File: src/lsof_pkg.sv
// shared types, codes and the pattern table of the line sensor offset filter
`default_nettype none
package lsof_pkg;

  typedef enum logic [1:0] {
    CMD_SAMPLE  = 2'd0,
    CMD_CORNER  = 2'd1,
    CMD_TROUBLE = 2'd2
  } cmd_e;

  typedef enum logic [3:0] {
    ST_IDLE,
    ST_EXEC,
    ST_MOD,
    ST_WRITE,
    ST_SUM,
    ST_SUMW,
    ST_MEANGO,
    ST_MEAN,
    ST_TRACK,
    ST_DONE
  } state_t;

  localparam logic [2:0] CFG_AVG_LEN   = 3'd0;
  localparam logic [2:0] CFG_KEEP_SIGN = 3'd1;
  localparam logic [2:0] CFG_STOP_EN   = 3'd2;
  localparam logic [2:0] CFG_HOLD      = 3'd3;
  localparam logic [2:0] CFG_SENSE_EN  = 3'd4;

  localparam logic [4:0] TROUBLE_MAX = 5'd20;

  localparam logic [7:0] PAT_NONE  = 8'h00;
  localparam logic [7:0] PAT_ALL   = 8'hFF;
  localparam logic [7:0] PAT_LOW4  = 8'h0F;
  localparam logic [7:0] PAT_HIGH4 = 8'hF0;

  // controller to datapath
  typedef struct packed {
    logic load;
    logic set_corner;
    logic set_trouble;
    logic filt;
    logic div_start;
    logic div_mean;
    logic wi_ld;
    logic hist_wr;
    logic sum_clr;
    logic rd_en;
    logic mean_ld;
    logic track;
    logic out_ld;
  } ctrl_t;

  // datapath to controller
  typedef struct packed {
    cmd_e cmd;
    logic sensor_en;
    logic stop_en;
    logic div_done;
    logic rd_last;
    logic out_free;
  } stat_t;

  typedef struct packed {
    logic              valid;
    logic signed [3:0] off;
  } pat_t;

  function automatic pat_t pattern_lookup(input logic [7:0] bits);
    pat_t r;
    r.valid = 1'b1;
    r.off   = 4'sd0;
    case (bits)
      8'h01: r.off = 4'sd7;
      8'h02: r.off = 4'sd5;
      8'h03: r.off = 4'sd6;
      8'h04: r.off = 4'sd3;
      8'h06: r.off = 4'sd4;
      8'h08: r.off = 4'sd1;
      8'h0C: r.off = 4'sd2;
      8'h10: r.off = -4'sd1;
      8'h18: r.off = 4'sd0;
      8'h20: r.off = -4'sd3;
      8'h30: r.off = -4'sd2;
      8'h40: r.off = -4'sd5;
      8'h60: r.off = -4'sd4;
      8'hC0: r.off = -4'sd6;
      default: r.valid = 1'b0;
    endcase
    return r;
  endfunction

endpackage
`default_nettype wire

File: src/line_sensor_offset_filter.sv
// top level of the line sensor offset filter: controller plus datapath
//
//  channel | ports                          | contents
//  --------+--------------------------------+-------------------------------------------
//  in      | in_tvalid/in_tready/tdata/tuser| tuser cmd; tdata sensor_bits, stop_value,
//          |                                |   worse_value
//  out     | out_tvalid/out_tready/tdata    | filtered_offset, worse_count, corner_flag
//  cfg     | cfg_we/cfg_addr/cfg_wdata      | avg_length, keep_sign, stop_detect_enable,
//          |                                |   hold_count, sensor_enable
//
// one request at a time; a sensing sample reads L ring entries, one per cycle, where L is the
// clamped averaging length, and runs the serial divider of DW bits (7 at depth 16) once for
// the ring index and once for the mean, then a track step with stop detection on.
// commands and samples with sensing off skip the ring and the divider.
// a finished result sits in the output register while the next request is taken;
// a request completes only once that register is free. reset returns the config to its
// defaults, clears the filter state and marks every ring entry as zero.
`default_nettype none
module line_sensor_offset_filter #(
  parameter int HISTORY_DEPTH = 16
) (
  input  wire logic        clk,
  input  wire logic        rst_n,
  input  wire logic        cfg_we,
  input  wire logic [2:0]  cfg_addr,
  input  wire logic [7:0]  cfg_wdata,
  input  wire logic        in_tvalid,
  output logic             in_tready,
  input  wire logic [15:0] in_tdata,   // sensor_bits[7:0], stop_value[8], worse_value[13:9]
  input  wire logic [1:0]  in_tuser,   // cmd[1:0]
  output logic             out_tvalid,
  input  wire logic        out_tready,
  output logic [15:0]      out_tdata   // filtered_offset[3:0], worse_count[8:4], corner_flag[9]
);
  import lsof_pkg::*;

  ctrl_t ctrl;
  stat_t stat;

  lsof_ctrl u_ctrl (
    .clk       (clk),
    .rst_n     (rst_n),
    .in_tvalid (in_tvalid),
    .in_tready (in_tready),
    .stat      (stat),
    .ctrl      (ctrl)
  );

  lsof_datapath #(.HISTORY_DEPTH(HISTORY_DEPTH)) u_dp (
    .clk        (clk),
    .rst_n      (rst_n),
    .ctrl       (ctrl),
    .stat       (stat),
    .cfg_we     (cfg_we),
    .cfg_addr   (cfg_addr),
    .cfg_wdata  (cfg_wdata),
    .in_tdata   (in_tdata),
    .in_tuser   (in_tuser),
    .out_tvalid (out_tvalid),
    .out_tready (out_tready),
    .out_tdata  (out_tdata)
  );
endmodule
`default_nettype wire

File: src/lsof_div.sv
// restoring divider, one quotient bit per cycle, shared by index wrap and mean
`default_nettype none
module lsof_div #(
  parameter int DW = 8,
  parameter int LW = 5
) (
  input  wire logic          clk,
  input  wire logic          rst_n,
  input  wire logic          start,
  input  wire logic [DW-1:0] dividend,
  input  wire logic [LW-1:0] divisor,
  output logic               done,
  output logic [DW-1:0]      quot,
  output logic [LW-1:0]      rem
);
  localparam int CW = (DW > 1) ? $clog2(DW) : 1;

  logic [LW-1:0] rem_r, rem_nxt;
  logic [DW-1:0] quo_r, quo_nxt;
  logic [CW-1:0] cnt_r, cnt_nxt;
  logic          busy_r, busy_nxt;
  logic          done_r, done_nxt;
  logic [LW:0]   trial;
  logic [LW:0]   diff;

  always_comb begin
    trial    = {rem_r, quo_r[DW-1]};
    diff     = trial - {1'b0, divisor};
    rem_nxt  = rem_r;
    quo_nxt  = quo_r;
    cnt_nxt  = cnt_r;
    busy_nxt = busy_r;
    done_nxt = 1'b0;
    if (start) begin
      rem_nxt  = '0;
      quo_nxt  = dividend;
      cnt_nxt  = '0;
      busy_nxt = 1'b1;
    end else if (busy_r) begin
      if (trial >= {1'b0, divisor}) begin
        rem_nxt = diff[LW-1:0];
        quo_nxt = {quo_r[DW-2:0], 1'b1};
      end else begin
        rem_nxt = trial[LW-1:0];
        quo_nxt = {quo_r[DW-2:0], 1'b0};
      end
      cnt_nxt = cnt_r + CW'(1);
      if (cnt_r == CW'(DW - 1)) begin
        busy_nxt = 1'b0;
        done_nxt = 1'b1;
      end
    end
  end

  always_ff @(posedge clk) begin
    rem_r <= rem_nxt;
    quo_r <= quo_nxt;
    cnt_r <= cnt_nxt;
  end

  always_ff @(posedge clk) begin
    if (!rst_n) begin
      busy_r <= 1'b0;
      done_r <= 1'b0;
    end else begin
      busy_r <= busy_nxt;
      done_r <= done_nxt;
    end
  end

  assign done = done_r;
  assign quot = quo_r;
  assign rem  = rem_r;
endmodule
`default_nettype wire

File: src/lsof_datapath.sv
// datapath: config registers, pattern decode, history ring, sum, mean and track timers
`default_nettype none
module lsof_datapath #(
  parameter int HISTORY_DEPTH = 16
) (
  input  wire logic          clk,
  input  wire logic          rst_n,
  input  wire lsof_pkg::ctrl_t ctrl,
  output lsof_pkg::stat_t    stat,
  input  wire logic          cfg_we,
  input  wire logic [2:0]    cfg_addr,
  input  wire logic [7:0]    cfg_wdata,
  input  wire logic [15:0]   in_tdata,
  input  wire logic [1:0]    in_tuser,
  output logic               out_tvalid,
  input  wire logic          out_tready,
  output logic [15:0]        out_tdata
);
  import lsof_pkg::*;

  localparam int IW  = (HISTORY_DEPTH > 1) ? $clog2(HISTORY_DEPTH) : 1;
  localparam int LW0 = $clog2(HISTORY_DEPTH + 1);
  localparam int LW  = (LW0 > 5) ? LW0 : 5;
  localparam int SW  = $clog2(7 * HISTORY_DEPTH + 1);
  localparam int DW  = (SW > LW) ? SW : LW;

  // config
  logic [4:0] avg_len_r;
  logic       keep_sign_r, stop_en_r, sens_en_r;
  logic [7:0] hold_r;

  // current request
  cmd_e       cmd_r;
  logic [7:0] bits_r;
  logic       stop_val_r;
  logic [4:0] worse_val_r;

  // filter state
  logic [IW-1:0]      wi_r;
  logic signed [3:0]  last_off_r;
  logic [4:0]         trouble_r;
  logic signed [3:0]  mean_r;
  logic [7:0]         last_bits_r;
  logic [7:0]         timer_r [3];
  logic [2:0]         held_r;
  logic               corner_r;
  logic signed [3:0]  store_r;

  // history ring
  logic signed [3:0]      hist_mem [HISTORY_DEPTH];
  logic [HISTORY_DEPTH-1:0] hist_vld_r;
  logic signed [3:0]      rd_data_r;
  logic                   rd_ok_r;
  logic                   rd_pend_r;
  logic [IW-1:0]          rd_addr_r;
  logic signed [SW:0]     acc_r;

  // output slot
  logic              out_vld_r;
  logic signed [3:0] out_off_r;
  logic [4:0]        out_worse_r;
  logic              out_corner_r;

  logic [LW-1:0] avg_ext, len_w, len_m1;
  pat_t          pat;
  logic signed [3:0] off_w;
  logic [4:0]    t_inc, t_nxt;
  logic [DW-1:0] wi_inc, dividend;
  logic [SW:0]   mag_w;
  logic          div_done;
  logic [DW-1:0] quot;
  logic [LW-1:0] rem;
  logic [3:0]    q4;
  logic [2:0]    held_nxt;
  logic [7:0]    timer_nxt [3];

  always_ff @(posedge clk) begin
    if (!rst_n) begin
      avg_len_r   <= 5'd1;
      keep_sign_r <= 1'b1;
      stop_en_r   <= 1'b0;
      hold_r      <= 8'd0;
      sens_en_r   <= 1'b1;
    end else if (cfg_we) begin
      case (cfg_addr)
        CFG_AVG_LEN:   avg_len_r   <= cfg_wdata[4:0];
        CFG_KEEP_SIGN: keep_sign_r <= cfg_wdata[0];
        CFG_STOP_EN:   stop_en_r   <= cfg_wdata[0];
        CFG_HOLD:      hold_r      <= cfg_wdata;
        CFG_SENSE_EN:  sens_en_r   <= cfg_wdata[0];
        default: ;
      endcase
    end
  end

  // clamp length to 1..HISTORY_DEPTH
  always_comb begin
    avg_ext = LW'(avg_len_r);
    if (avg_len_r == 5'd0) begin
      len_w = LW'(1);
    end else if (avg_ext > LW'(HISTORY_DEPTH)) begin
      len_w = LW'(HISTORY_DEPTH);
    end else begin
      len_w = avg_ext;
    end
    len_m1 = len_w - LW'(1);
  end

  always_comb begin
    pat   = pattern_lookup(bits_r);
    off_w = pat.valid ? pat.off : last_off_r;
    t_inc = (!pat.valid && (trouble_r <= TROUBLE_MAX)) ? trouble_r + 5'd1 : trouble_r;
    if (bits_r inside {PAT_NONE, PAT_ALL, PAT_LOW4, PAT_HIGH4}) begin
      t_nxt = t_inc;
    end else begin
      t_nxt = t_inc >> 1;
    end
  end

  // divider operands
  always_comb begin
    wi_inc   = DW'(wi_r) + DW'(1);
    mag_w    = acc_r[SW] ? -acc_r : acc_r;
    dividend = ctrl.div_mean ? DW'(mag_w[SW-1:0]) : wi_inc;
    q4       = quot[3:0];
  end

  lsof_div #(.DW(DW), .LW(LW)) u_div (
    .clk      (clk),
    .rst_n    (rst_n),
    .start    (ctrl.div_start),
    .dividend (dividend),
    .divisor  (len_w),
    .done     (div_done),
    .quot     (quot),
    .rem      (rem)
  );

  // track hold timers, driven by the stored pattern
  always_comb begin
    for (int i = 0; i < 3; i++) begin
      held_nxt[i]  = held_r[i];
      timer_nxt[i] = timer_r[i];
      if (last_bits_r[5 + i]) begin
        held_nxt[i]  = 1'b1;
        timer_nxt[i] = hold_r;
      end else if (timer_r[i] != 8'd0) begin
        timer_nxt[i] = timer_r[i] - 8'd1;
      end else begin
        held_nxt[i] = 1'b0;
      end
    end
  end

  // request payload and working registers
  always_ff @(posedge clk) begin
    if (ctrl.load) begin
      cmd_r       <= cmd_e'(in_tuser);
      bits_r      <= in_tdata[7:0];
      stop_val_r  <= in_tdata[8];
      worse_val_r <= in_tdata[13:9];
    end
    if (ctrl.filt) begin
      store_r <= keep_sign_r ? off_w : -off_w;
    end
    if (ctrl.hist_wr) begin
      hist_mem[wi_r] <= store_r;
    end
    if (ctrl.rd_en) begin
      rd_data_r <= hist_mem[rd_addr_r];
      rd_ok_r   <= hist_vld_r[rd_addr_r];
    end
    if (ctrl.sum_clr) begin
      rd_addr_r <= '0;
    end else if (ctrl.rd_en) begin
      rd_addr_r <= rd_addr_r + IW'(1);
    end
    if (ctrl.sum_clr) begin
      acc_r <= '0;
    end else if (rd_pend_r && rd_ok_r) begin
      acc_r <= acc_r + (SW+1)'(rd_data_r);
    end
    if (ctrl.out_ld) begin
      out_off_r    <= mean_r;
      out_worse_r  <= trouble_r;
      out_corner_r <= corner_r;
    end
  end

  // filter state with reset values
  always_ff @(posedge clk) begin
    if (!rst_n) begin
      wi_r        <= '0;
      last_off_r  <= 4'sd0;
      trouble_r   <= 5'd0;
      mean_r      <= 4'sd0;
      last_bits_r <= 8'd0;
      held_r      <= 3'b000;
      corner_r    <= 1'b0;
      hist_vld_r  <= '0;
      rd_pend_r   <= 1'b0;
      out_vld_r   <= 1'b0;
      for (int i = 0; i < 3; i++) begin
        timer_r[i] <= 8'd0;
      end
    end else begin
      rd_pend_r <= ctrl.rd_en;
      if (ctrl.filt) begin
        last_bits_r <= bits_r;
        trouble_r   <= t_nxt;
        if (pat.valid) begin
          last_off_r <= pat.off;
        end
      end else if (ctrl.set_trouble) begin
        trouble_r <= worse_val_r;
      end
      if (ctrl.wi_ld) begin
        wi_r <= rem[IW-1:0];
      end
      if (ctrl.hist_wr) begin
        hist_vld_r[wi_r] <= 1'b1;
      end
      if (ctrl.mean_ld) begin
        mean_r <= acc_r[SW] ? -$signed(q4) : $signed(q4);
      end
      if (ctrl.track) begin
        held_r <= held_nxt;
        for (int i = 0; i < 3; i++) begin
          timer_r[i] <= timer_nxt[i];
        end
        if (&held_nxt) begin
          corner_r <= 1'b1;
        end
      end else if (ctrl.set_corner) begin
        corner_r <= stop_val_r;
      end
      if (ctrl.out_ld) begin
        out_vld_r <= 1'b1;
      end else if (out_tready) begin
        out_vld_r <= 1'b0;
      end
    end
  end

  always_comb begin
    stat.cmd       = cmd_r;
    stat.sensor_en = sens_en_r;
    stat.stop_en   = stop_en_r;
    stat.div_done  = div_done;
    stat.rd_last   = (rd_addr_r == len_m1[IW-1:0]);
    stat.out_free  = !out_vld_r || out_tready;
  end

  assign out_tvalid = out_vld_r;
  assign out_tdata  = {6'd0, out_corner_r, out_worse_r, out_off_r};
endmodule
`default_nettype wire

File: src/lsof_ctrl.sv
// controller state machine sequencing one request through the datapath
`default_nettype none
module lsof_ctrl (
  input  wire logic            clk,
  input  wire logic            rst_n,
  input  wire logic            in_tvalid,
  output logic                 in_tready,
  input  wire lsof_pkg::stat_t stat,
  output lsof_pkg::ctrl_t      ctrl
);
  import lsof_pkg::*;

  state_t state_r, state_nxt;

  always_ff @(posedge clk) begin
    if (!rst_n) begin
      state_r <= ST_IDLE;
    end else begin
      state_r <= state_nxt;
    end
  end

  always_comb begin
    state_nxt = state_r;
    ctrl      = '0;
    in_tready = 1'b0;
    case (state_r)
      ST_IDLE: begin
        in_tready = 1'b1;
        if (in_tvalid) begin
          ctrl.load = 1'b1;
          state_nxt = ST_EXEC;
        end
      end
      ST_EXEC: begin
        case (stat.cmd)
          CMD_SAMPLE: begin
            if (stat.sensor_en) begin
              ctrl.filt      = 1'b1;
              ctrl.div_start = 1'b1;
              state_nxt      = ST_MOD;
            end else if (stat.stop_en) begin
              state_nxt = ST_TRACK;
            end else begin
              state_nxt = ST_DONE;
            end
          end
          CMD_CORNER: begin
            ctrl.set_corner = 1'b1;
            state_nxt       = ST_DONE;
          end
          CMD_TROUBLE: begin
            ctrl.set_trouble = 1'b1;
            state_nxt        = ST_DONE;
          end
          default: state_nxt = ST_DONE;
        endcase
      end
      ST_MOD: begin
        // ring index wraps modulo the clamped length
        if (stat.div_done) begin
          ctrl.wi_ld = 1'b1;
          state_nxt  = ST_WRITE;
        end
      end
      ST_WRITE: begin
        ctrl.hist_wr = 1'b1;
        ctrl.sum_clr = 1'b1;
        state_nxt    = ST_SUM;
      end
      ST_SUM: begin
        ctrl.rd_en = 1'b1;
        if (stat.rd_last) begin
          state_nxt = ST_SUMW;
        end
      end
      ST_SUMW: begin
        // last read word is added at this edge
        state_nxt = ST_MEANGO;
      end
      ST_MEANGO: begin
        ctrl.div_start = 1'b1;
        ctrl.div_mean  = 1'b1;
        state_nxt      = ST_MEAN;
      end
      ST_MEAN: begin
        ctrl.div_mean = 1'b1;
        if (stat.div_done) begin
          ctrl.mean_ld = 1'b1;
          state_nxt    = stat.stop_en ? ST_TRACK : ST_DONE;
        end
      end
      ST_TRACK: begin
        ctrl.track = 1'b1;
        state_nxt  = ST_DONE;
      end
      ST_DONE: begin
        if (stat.out_free) begin
          ctrl.out_ld = 1'b1;
          state_nxt   = ST_IDLE;
        end
      end
      default: state_nxt = ST_IDLE;
    endcase
  end
endmodule
`default_nettype wire
File: config.mk
export PLATFORM = sky130hd
export DESIGN_NAME = line_sensor_offset_filter
export DESIGN_NICKNAME = d
export VERILOG_FILES = /design/src/lsof_pkg.sv /design/src/line_sensor_offset_filter.sv /design/src/lsof_div.sv /design/src/lsof_datapath.sv /design/src/lsof_ctrl.sv
export SDC_FILE = /design/constraint.sdc
export NUM_CORES = 1
export LEC_CHECK = 0
export ABC_AREA = 1
export BUFFER_PORTS_ARGS = -buffer_cell sky130_fd_sc_hd__buf_2
export CAP_MARGIN = 5
export CORE_ASPECT_RATIO = 0.9
export CORE_MARGIN = 2
export CORE_UTILIZATION = 55
export DETAILED_ROUTE_END_ITERATION = 12
export PLACE_DENSITY = 0.73
export SYNTH_ARGS = -nofsm -noshare
export SYNTH_HDL_FRONTEND = slang
export SYNTH_HIERARCHICAL = 1
export SYNTH_SLANG_ARGS = --single-unit
export TNS_END_PERCENT = 50
File: constraint.sdc
create_clock -name clk -period 6.6 [get_ports clk]
set_input_delay 0 -clock clk [delete_from_list [all_inputs] [get_ports clk]]
set_output_delay 0 -clock clk [all_outputs]
set_load 0.05 [all_outputs]
# After elaboration in Yosys (flattened, before gate mapping)
# Memories as Yosys holds them, arrays and structs flattened. A register that Yosys moved wholly into a read port is not among the register bits.
# Cells that the tools add are included.
[word_totals] regBits=127 latch_bits=0 ram_bits=88 rom_bits=0 input_bits=34 elab_cells=210 mem_count=2
[memory_table] memory="u_dp.hist_mem" words=16 width=4 rd=1 rd_ports_with_merged_regs=1 write_ports=1 line="lsof_datapath.sv:50" rtl="logic signed [3:0] hist_mem [HISTORY_DEPTH];"
[memory_table] memory="u_dp.timer_r" words=3 width=8 rd=3 rd_ports_with_merged_regs=0 write_ports=3 line="lsof_datapath.sv:44" rtl="logic [7:0] timer_r [3];"
[op_classes] add_sub_neg=13 n_mul=0 div_mod_pow=0 magnitude_cmp=6 eq_ne=41 shifts=0 muxes=78 bitwise=6 n_reduce_logical=31
[ops] operator="$mux W8" n=9
[ops] operator="$pmux W4 S13" n=1
[ops] operator="$mux W4" n=10
[ops] operator="$pmux W4 S10" n=1
[ops] operator="$mux W1" n=39
[ops] operator="$mux W5" n=7
[ops] operator="$mux W7" n=4
[ops] operator="$eq A8 B4 Y1 const B" n=3
[ops] operator="$eq A8 B8 Y1 const B" n=3
[ops] operator="$reduce_bool A8 Y1" n=3
[ops] operator="$sub A8 B1 Y8 const B" n=3
[ops] operator="$eq A4 B3 Y1 const B" n=4
[ops] operator="$eq A8 B2 Y1 const B" n=2
[ops] operator="$eq A8 B3 Y1 const B" n=2
[ops] operator="$eq A8 B5 Y1 const B" n=2
[ops] operator="$eq A8 B6 Y1 const B" n=2
[ops] operator="$eq A8 B7 Y1 const B" n=2
[ops] operator="$or A16 B16 Y16" n=1
[ops] operator="$reduce_and A2 Y1" n=7
[ops] operator="$reduce_or A14 Y1" n=1
[ops] operator="$lt A4 B5 Y1 const B" n=2
[ops] operator="$add A8 B4 Y8" n=1
[ops] operator="$eq A4 B2 Y1 const B" n=2
[ops] operator="$eq A4 B4 Y1 const B" n=2
[ops] operator="other kinds (44)" n=62

# Longest topological paths before layout
[depth] ltp_word=8 mapped_depth=17 mapped_depth_nobuf=17

# Modules after synthesis
# Netlist, hierarchy kept.
[modules_own_cells] mod="lsof_datapath" instances=1 cells_each=999 area_per_inst_um2=9211.3 seq_area_each_um2=5094.9
[modules_own_cells] mod="lsof_div" instances=1 cells_each=125 area_per_inst_um2=991.0 seq_area_each_um2=410.4
[modules_own_cells] mod="lsof_ctrl" instances=1 cells_each=87 area_per_inst_um2=503.0 seq_area_each_um2=80.1

# Worst setup path after synthesis
# Ideal clock, no wire load.
[synth_timing] path_type="reg2reg" start="reg u_dp.avg_len_r[0] (netlist: u_dp/avg_ext[0])" end="reg u_ctrl.state_r[0]" setup_time_ns=0.116 arrival_time_ns=2.128 path_slack_ns=4.356 path_stages_with_launch=18 synth_period_minus_slack_ns=2.244 path_cell_list="dfxtp_1 > nor2_1 > nand2_1 > inv_1 > nand2_1 > a21oi_1 > inv_1 > ha_1 > xor2_1 > o21ai_0 > a2111oi_0 > inv_1 > nand3_2 > nand2_2 > nor2_4 > nand2_2 > nand2_1 > a21oi_1"
[synth_rtl] item="start: declaration" line="lsof_datapath.sv:28" rtl="logic [4:0] avg_len_r;"
[synth_rtl] item="start signal: assignment" line="lsof_datapath.sv:86" rtl="CFG_AVG_LEN: avg_len_r <= cfg_wdata[4:0];"
[synth_rtl] item="end signal: assignment" line="lsof_ctrl.sv:19" rtl="state_r <= state_nxt;"
[synth_rtl] item="end: declaration" line="lsof_ctrl.sv:13" rtl="state_t state_r, state_nxt;"

==> summary.txt <==
Status
  • Status: finished clean

Die
  • Cell Rows: 48
  • Placeable Area: 19160 um^2
  • Starting density of the core: 55.88%
  • Die Ht: 136.4 um
  • I/O pin count: 52
  • Die footprint: 20600 um^2
  • Die X: 151.1 um

Setup path
  • Crit path capture type: flip-flop
  • Slowest cell on the critical path: a21oi_1
  • Buf/Inv on CP: 3
  • WS Path Type: reg2reg
  • Critical Path Fanout Max: 5
  • Crit start category: flip-flop
  • Largest delay share family, worst path: compound AO/OA/AOI/OAI gates
  • CP cell instances: nor2_1 -> nand2_1 -> inv_1 -> nand2_1 -> a21oi_1 -> inv_1 -> ha_1 -> xor2_1 -> o21ai_0 -> a2111oi_0 -> inv_1 -> nand3_2 -> nand2_2 -> nor2_4 -> nand3_1 -> a21oi_1
  • WP data required: 7.02 ns
  • Most frequent CP cell: inv_1
  • CP arrival: 3.05 ns
  • CP max stage delay: 0.37 ns

Route
  • DR WL met3: 1239 um
  • Via count: 8381
  • DR pass1 iterations: 8
  • Vias per inst: 5.435
  • Wire length on met1: 10640 um
  • Post-DRT Antenna Nets: 0
  • Total Wirelength: 23010 um
  • Met2 wire len: 10740 um
  • DRC Markers: 0
  • DRT iter0 DRCs: 651
  • Routed len/inst: 14.92 um
  • Top routing layer in use: met4

Power and ir drop
  • Maximum vdd drop: 0.0002750 V
  • Total power: 4.576 mW
  • P per Cell Area: 373.9 nW/um^2
  • Internal: 2.979 mW
  • Reg power frac: 39.2%
  • Clock share of power: 30.4%
  • Leakage power: 5.144 nW
  • Switching Share: 34.91%
  • Sw power: 1.598 mW
  • Comb pwr share: 30.4%

Placement
  • Placed Cells: 1467
  • Placer congestion estimate: 0.8895
  • Post-DP Area: 11070 um^2
  • Input/output buffers: 43
  • Hpwl dp: 15360 um
  • Worst slack, placed: 4.013 ns

Global routing
  • Gr ovfl total: 0
  • Largest net degree at the start of global routing: 45
  • Antenna violations before repair: 0
  • GRT Total Usage: 22.75%
  • Global-route wire length before repair: 37830 um
  • Vias in the first global route: 7688

Finish
  • Non-filler cells, final: 1542
  • Filler cells: 1518
  • Final Util: 63.88%
  • Layout cells sized above 1: 11.69%
  • Final Net Count: 1343
  • N_diodes: 0
  • Final Cell Area: 12240 um^2
  • Area delta synth->final: 14.33%

Timing
  • WHS: 0.08210 ns
  • Final Skew: 0.007244 ns
  • Setup TNS: 0 ns
  • Slew Viols, Final: 0
  • Worst slew margin: 24.66%
  • Tmin final: 2.629 ns
  • RSZ-0062 raised after global routing: no
  • Crit share post-route: 39.83%
  • Post-route setup slack: 3.971 ns
  • Final Hold Fails: 0
  • Worst-Margin Slew: 1.124 ns
  • Setup Viol. Count Final: 0
  • Max Fclk: 380.4 MHz

Clock network
  • Sink Count: 214
  • CTS Buffer Depth: 3
  • Worst skew pair latency: 0.50 ns
  • H-tree Lvls: 1
  • Cts bufs inserted: 23
  • Worst-path clk slew: 0.06 ns
  • Post-CTS Setup Bufs: 0
  • CTS tree: done
  • Clock Root Buffer: clkbuf_16

Yosys
  • Synth Instances: 1211
  • Mean area per synthesized cell: 8.840 um^2
  • Mapped Area: 10710 um^2
  • Seq/Total Area, Yosys: 52.17%
  • Yosys synthesis warning count: 6
  • Number of synthesized register bits: 214
  • Netlist cell types: 47

Worst hold path
  • Min-Delay Path Class: in2reg

Job
  • Max Cap Violations: 0
==> final timing paths <==
kind	cells past startpoint	slack [ns]	from	to
max reg2reg	16	3.97	u_dp/avg_ext[0]	u_ctrl/state_r[3]
max	16	3.97	u_dp/avg_ext[0]	u_ctrl/state_r[3]
min reg2reg	0	0.44	u_dp/mean_r[0]	u_dp/out_off_r[0]
min	4	0.08	cfg_addr[0]	u_dp/avg_ext[3]
==> layer usage <==
layer / GRT usage, % / vias up
li1: - / 4183
met1: 32.11 / 3931
met2: 37.15 / 238
met3: 3.087 / 29
met4: 6.075 / 0
met5: 0 / -
==> registers in the layout, summed over array words and instances (netlist names), 3 cells and up <==
register          flops
u_dp/worse_val_r      5
u_dp/trouble_r        5
u_dp/last_bits_r      3
u_dp/last_off_r       4
u_dp/mean_r           4
u_dp/avg_ext          5
u_dp/hist_vld_r      16
u_dp/held_r           3
u_dp/wi_r             4
u_dp/u_div/quot       7
u_dp/out_worse_r      5
u_dp/bits_r           8
u_dp/hold_r           8
u_dp/u_div/cnt_r      3
u_ctrl/state_r        4
u_dp/u_div/rem        5
u_dp/store_r          4
u_dp/rd_data_r        4
u_dp/out_off_r        4
u_dp/hist_mem        64
u_dp/acc_r            8
u_dp/timer_r         24
u_dp/rd_addr_r        4
==> placed cells by master, fill, tap and decap left out, drive strengths merged <==
cell type,synthesis,routed
clkinv,6,15
clkbuf,31,24
a22oi,1,1
o21bai,3,3
nand2,181,181
a2111oi,1,1
o211ai,16,16
edfxtp,130,130
a211oi,1,1
clkinvlp,0,2
nand3b,3,3
xnor2,9,9
or2,5,5
inv,162,162
dfxtp,84,84
ha,31,31
buf,15,47
o31ai,1,1
o221ai,16,16
nor2,184,184
o22ai,6,6
nor3,9,9
nor4,3,3
o2bb2ai,1,1
a21o,1,1
conb,1,6
bufinv,0,6
xor2,18,18
a21oi,81,81
fa,2,2
nand4,8,8
nand3,70,70
a31oi,9,9
dlygate4sd3,0,34
o21ai,122,122
==> worst register-to-register path: cells and delay by family (launching register included) <==
family	cells	cell delay, ns
fa+ha+maj	1	0.30
flops	1	0.33
buf+inv	3	0.24
simple gates	7	0.59
compound gates	4	0.95
xor+xnor	1	0.14
==> cell families (layout without fill, tap and decap cells) <==
group                      count (synthesis)  count (layout)  share of synthesized area [%]
and+or+nand+nor                          463             463                          20.04
AOI/OAI and AO/OA                        259             259                          13.59
DFF                                      214             214                          52.17
buffers and inverters                    214             290                          7.948
adders and majority gates                 33              33                          3.997
xor gates and xnor gates                  27              27                          2.209
other                                      1               6                        0.03503
==> power groups by stage <==
stage | clock (mW) | sequential [mW] | combinational (mW)
floorplan | 0 | 1.77 | 1.09
global placement | 0 | 1.81 | 1.33
detailed placement | 0 | 1.82 | 1.36
CTS | 1.41 | 1.79 | 1.38
global route | 1.47 | 1.82 | 1.57
finish | 1.39 | 1.79 | 1.39
==> final cells by class <==
type | instances | area (um^2) | share of cell area (%)
clock buffer | 24 | 579.3 | 4.733
clock inverter | 17 | 245.2 | 2.004
inverter | 168 | 631.9 | 5.163
multi-input combinational | 788 | 4299 | 35.13
sequential | 214 | 5585 | 45.64
tap | 250 | 312.8 | 2.556
timing repair buffer | 81 | 585.6 | 4.784
==> cells in the mapped netlist, drive strengths merged <==
| cell | n | share of area (%) |
|---|---|---|
| a2111oi | 1 | 0.082 |
| dfxtp | 84 | 16 |
| o221ai | 16 | 1.3 |
| a211oi | 1 | 0.070 |
| xnor2 | 9 | 0.74 |
| nor2 | 184 | 7.6 |
| conb | 1 | 0.035 |
| nand3 | 70 | 3.8 |
| clkbuf | 31 | 1.1 |
| o22ai | 6 | 0.35 |
| o2bb2ai | 1 | 0.082 |
| o21ai | 122 | 5.7 |
| o31ai | 1 | 0.070 |
| buf | 15 | 0.96 |
| o211ai | 16 | 1.1 |
| clkinv | 6 | 0.22 |
| nand2 | 181 | 7.1 |
| or2 | 5 | 0.32 |
| a21o | 1 | 0.070 |
| edfxtp | 130 | 36 |
| nor4 | 3 | 0.18 |
| nand4 | 8 | 0.47 |
| inv | 162 | 5.7 |
| ha | 31 | 3.6 |
| fa | 2 | 0.37 |
| o21bai | 3 | 0.25 |
| a31oi | 9 | 0.53 |
| nor3 | 9 | 0.42 |
| nand3b | 3 | 0.21 |
| xor2 | 18 | 1.5 |
| a21oi | 81 | 3.9 |
| a22oi | 1 | 0.070 |
==> what timing repair did <==
item,in CTS,in global routing
gates resized for setup,0,0
hold buffers,34,0
hold endpoints to repair,37,0
Power figures use the tool's default switching activity.
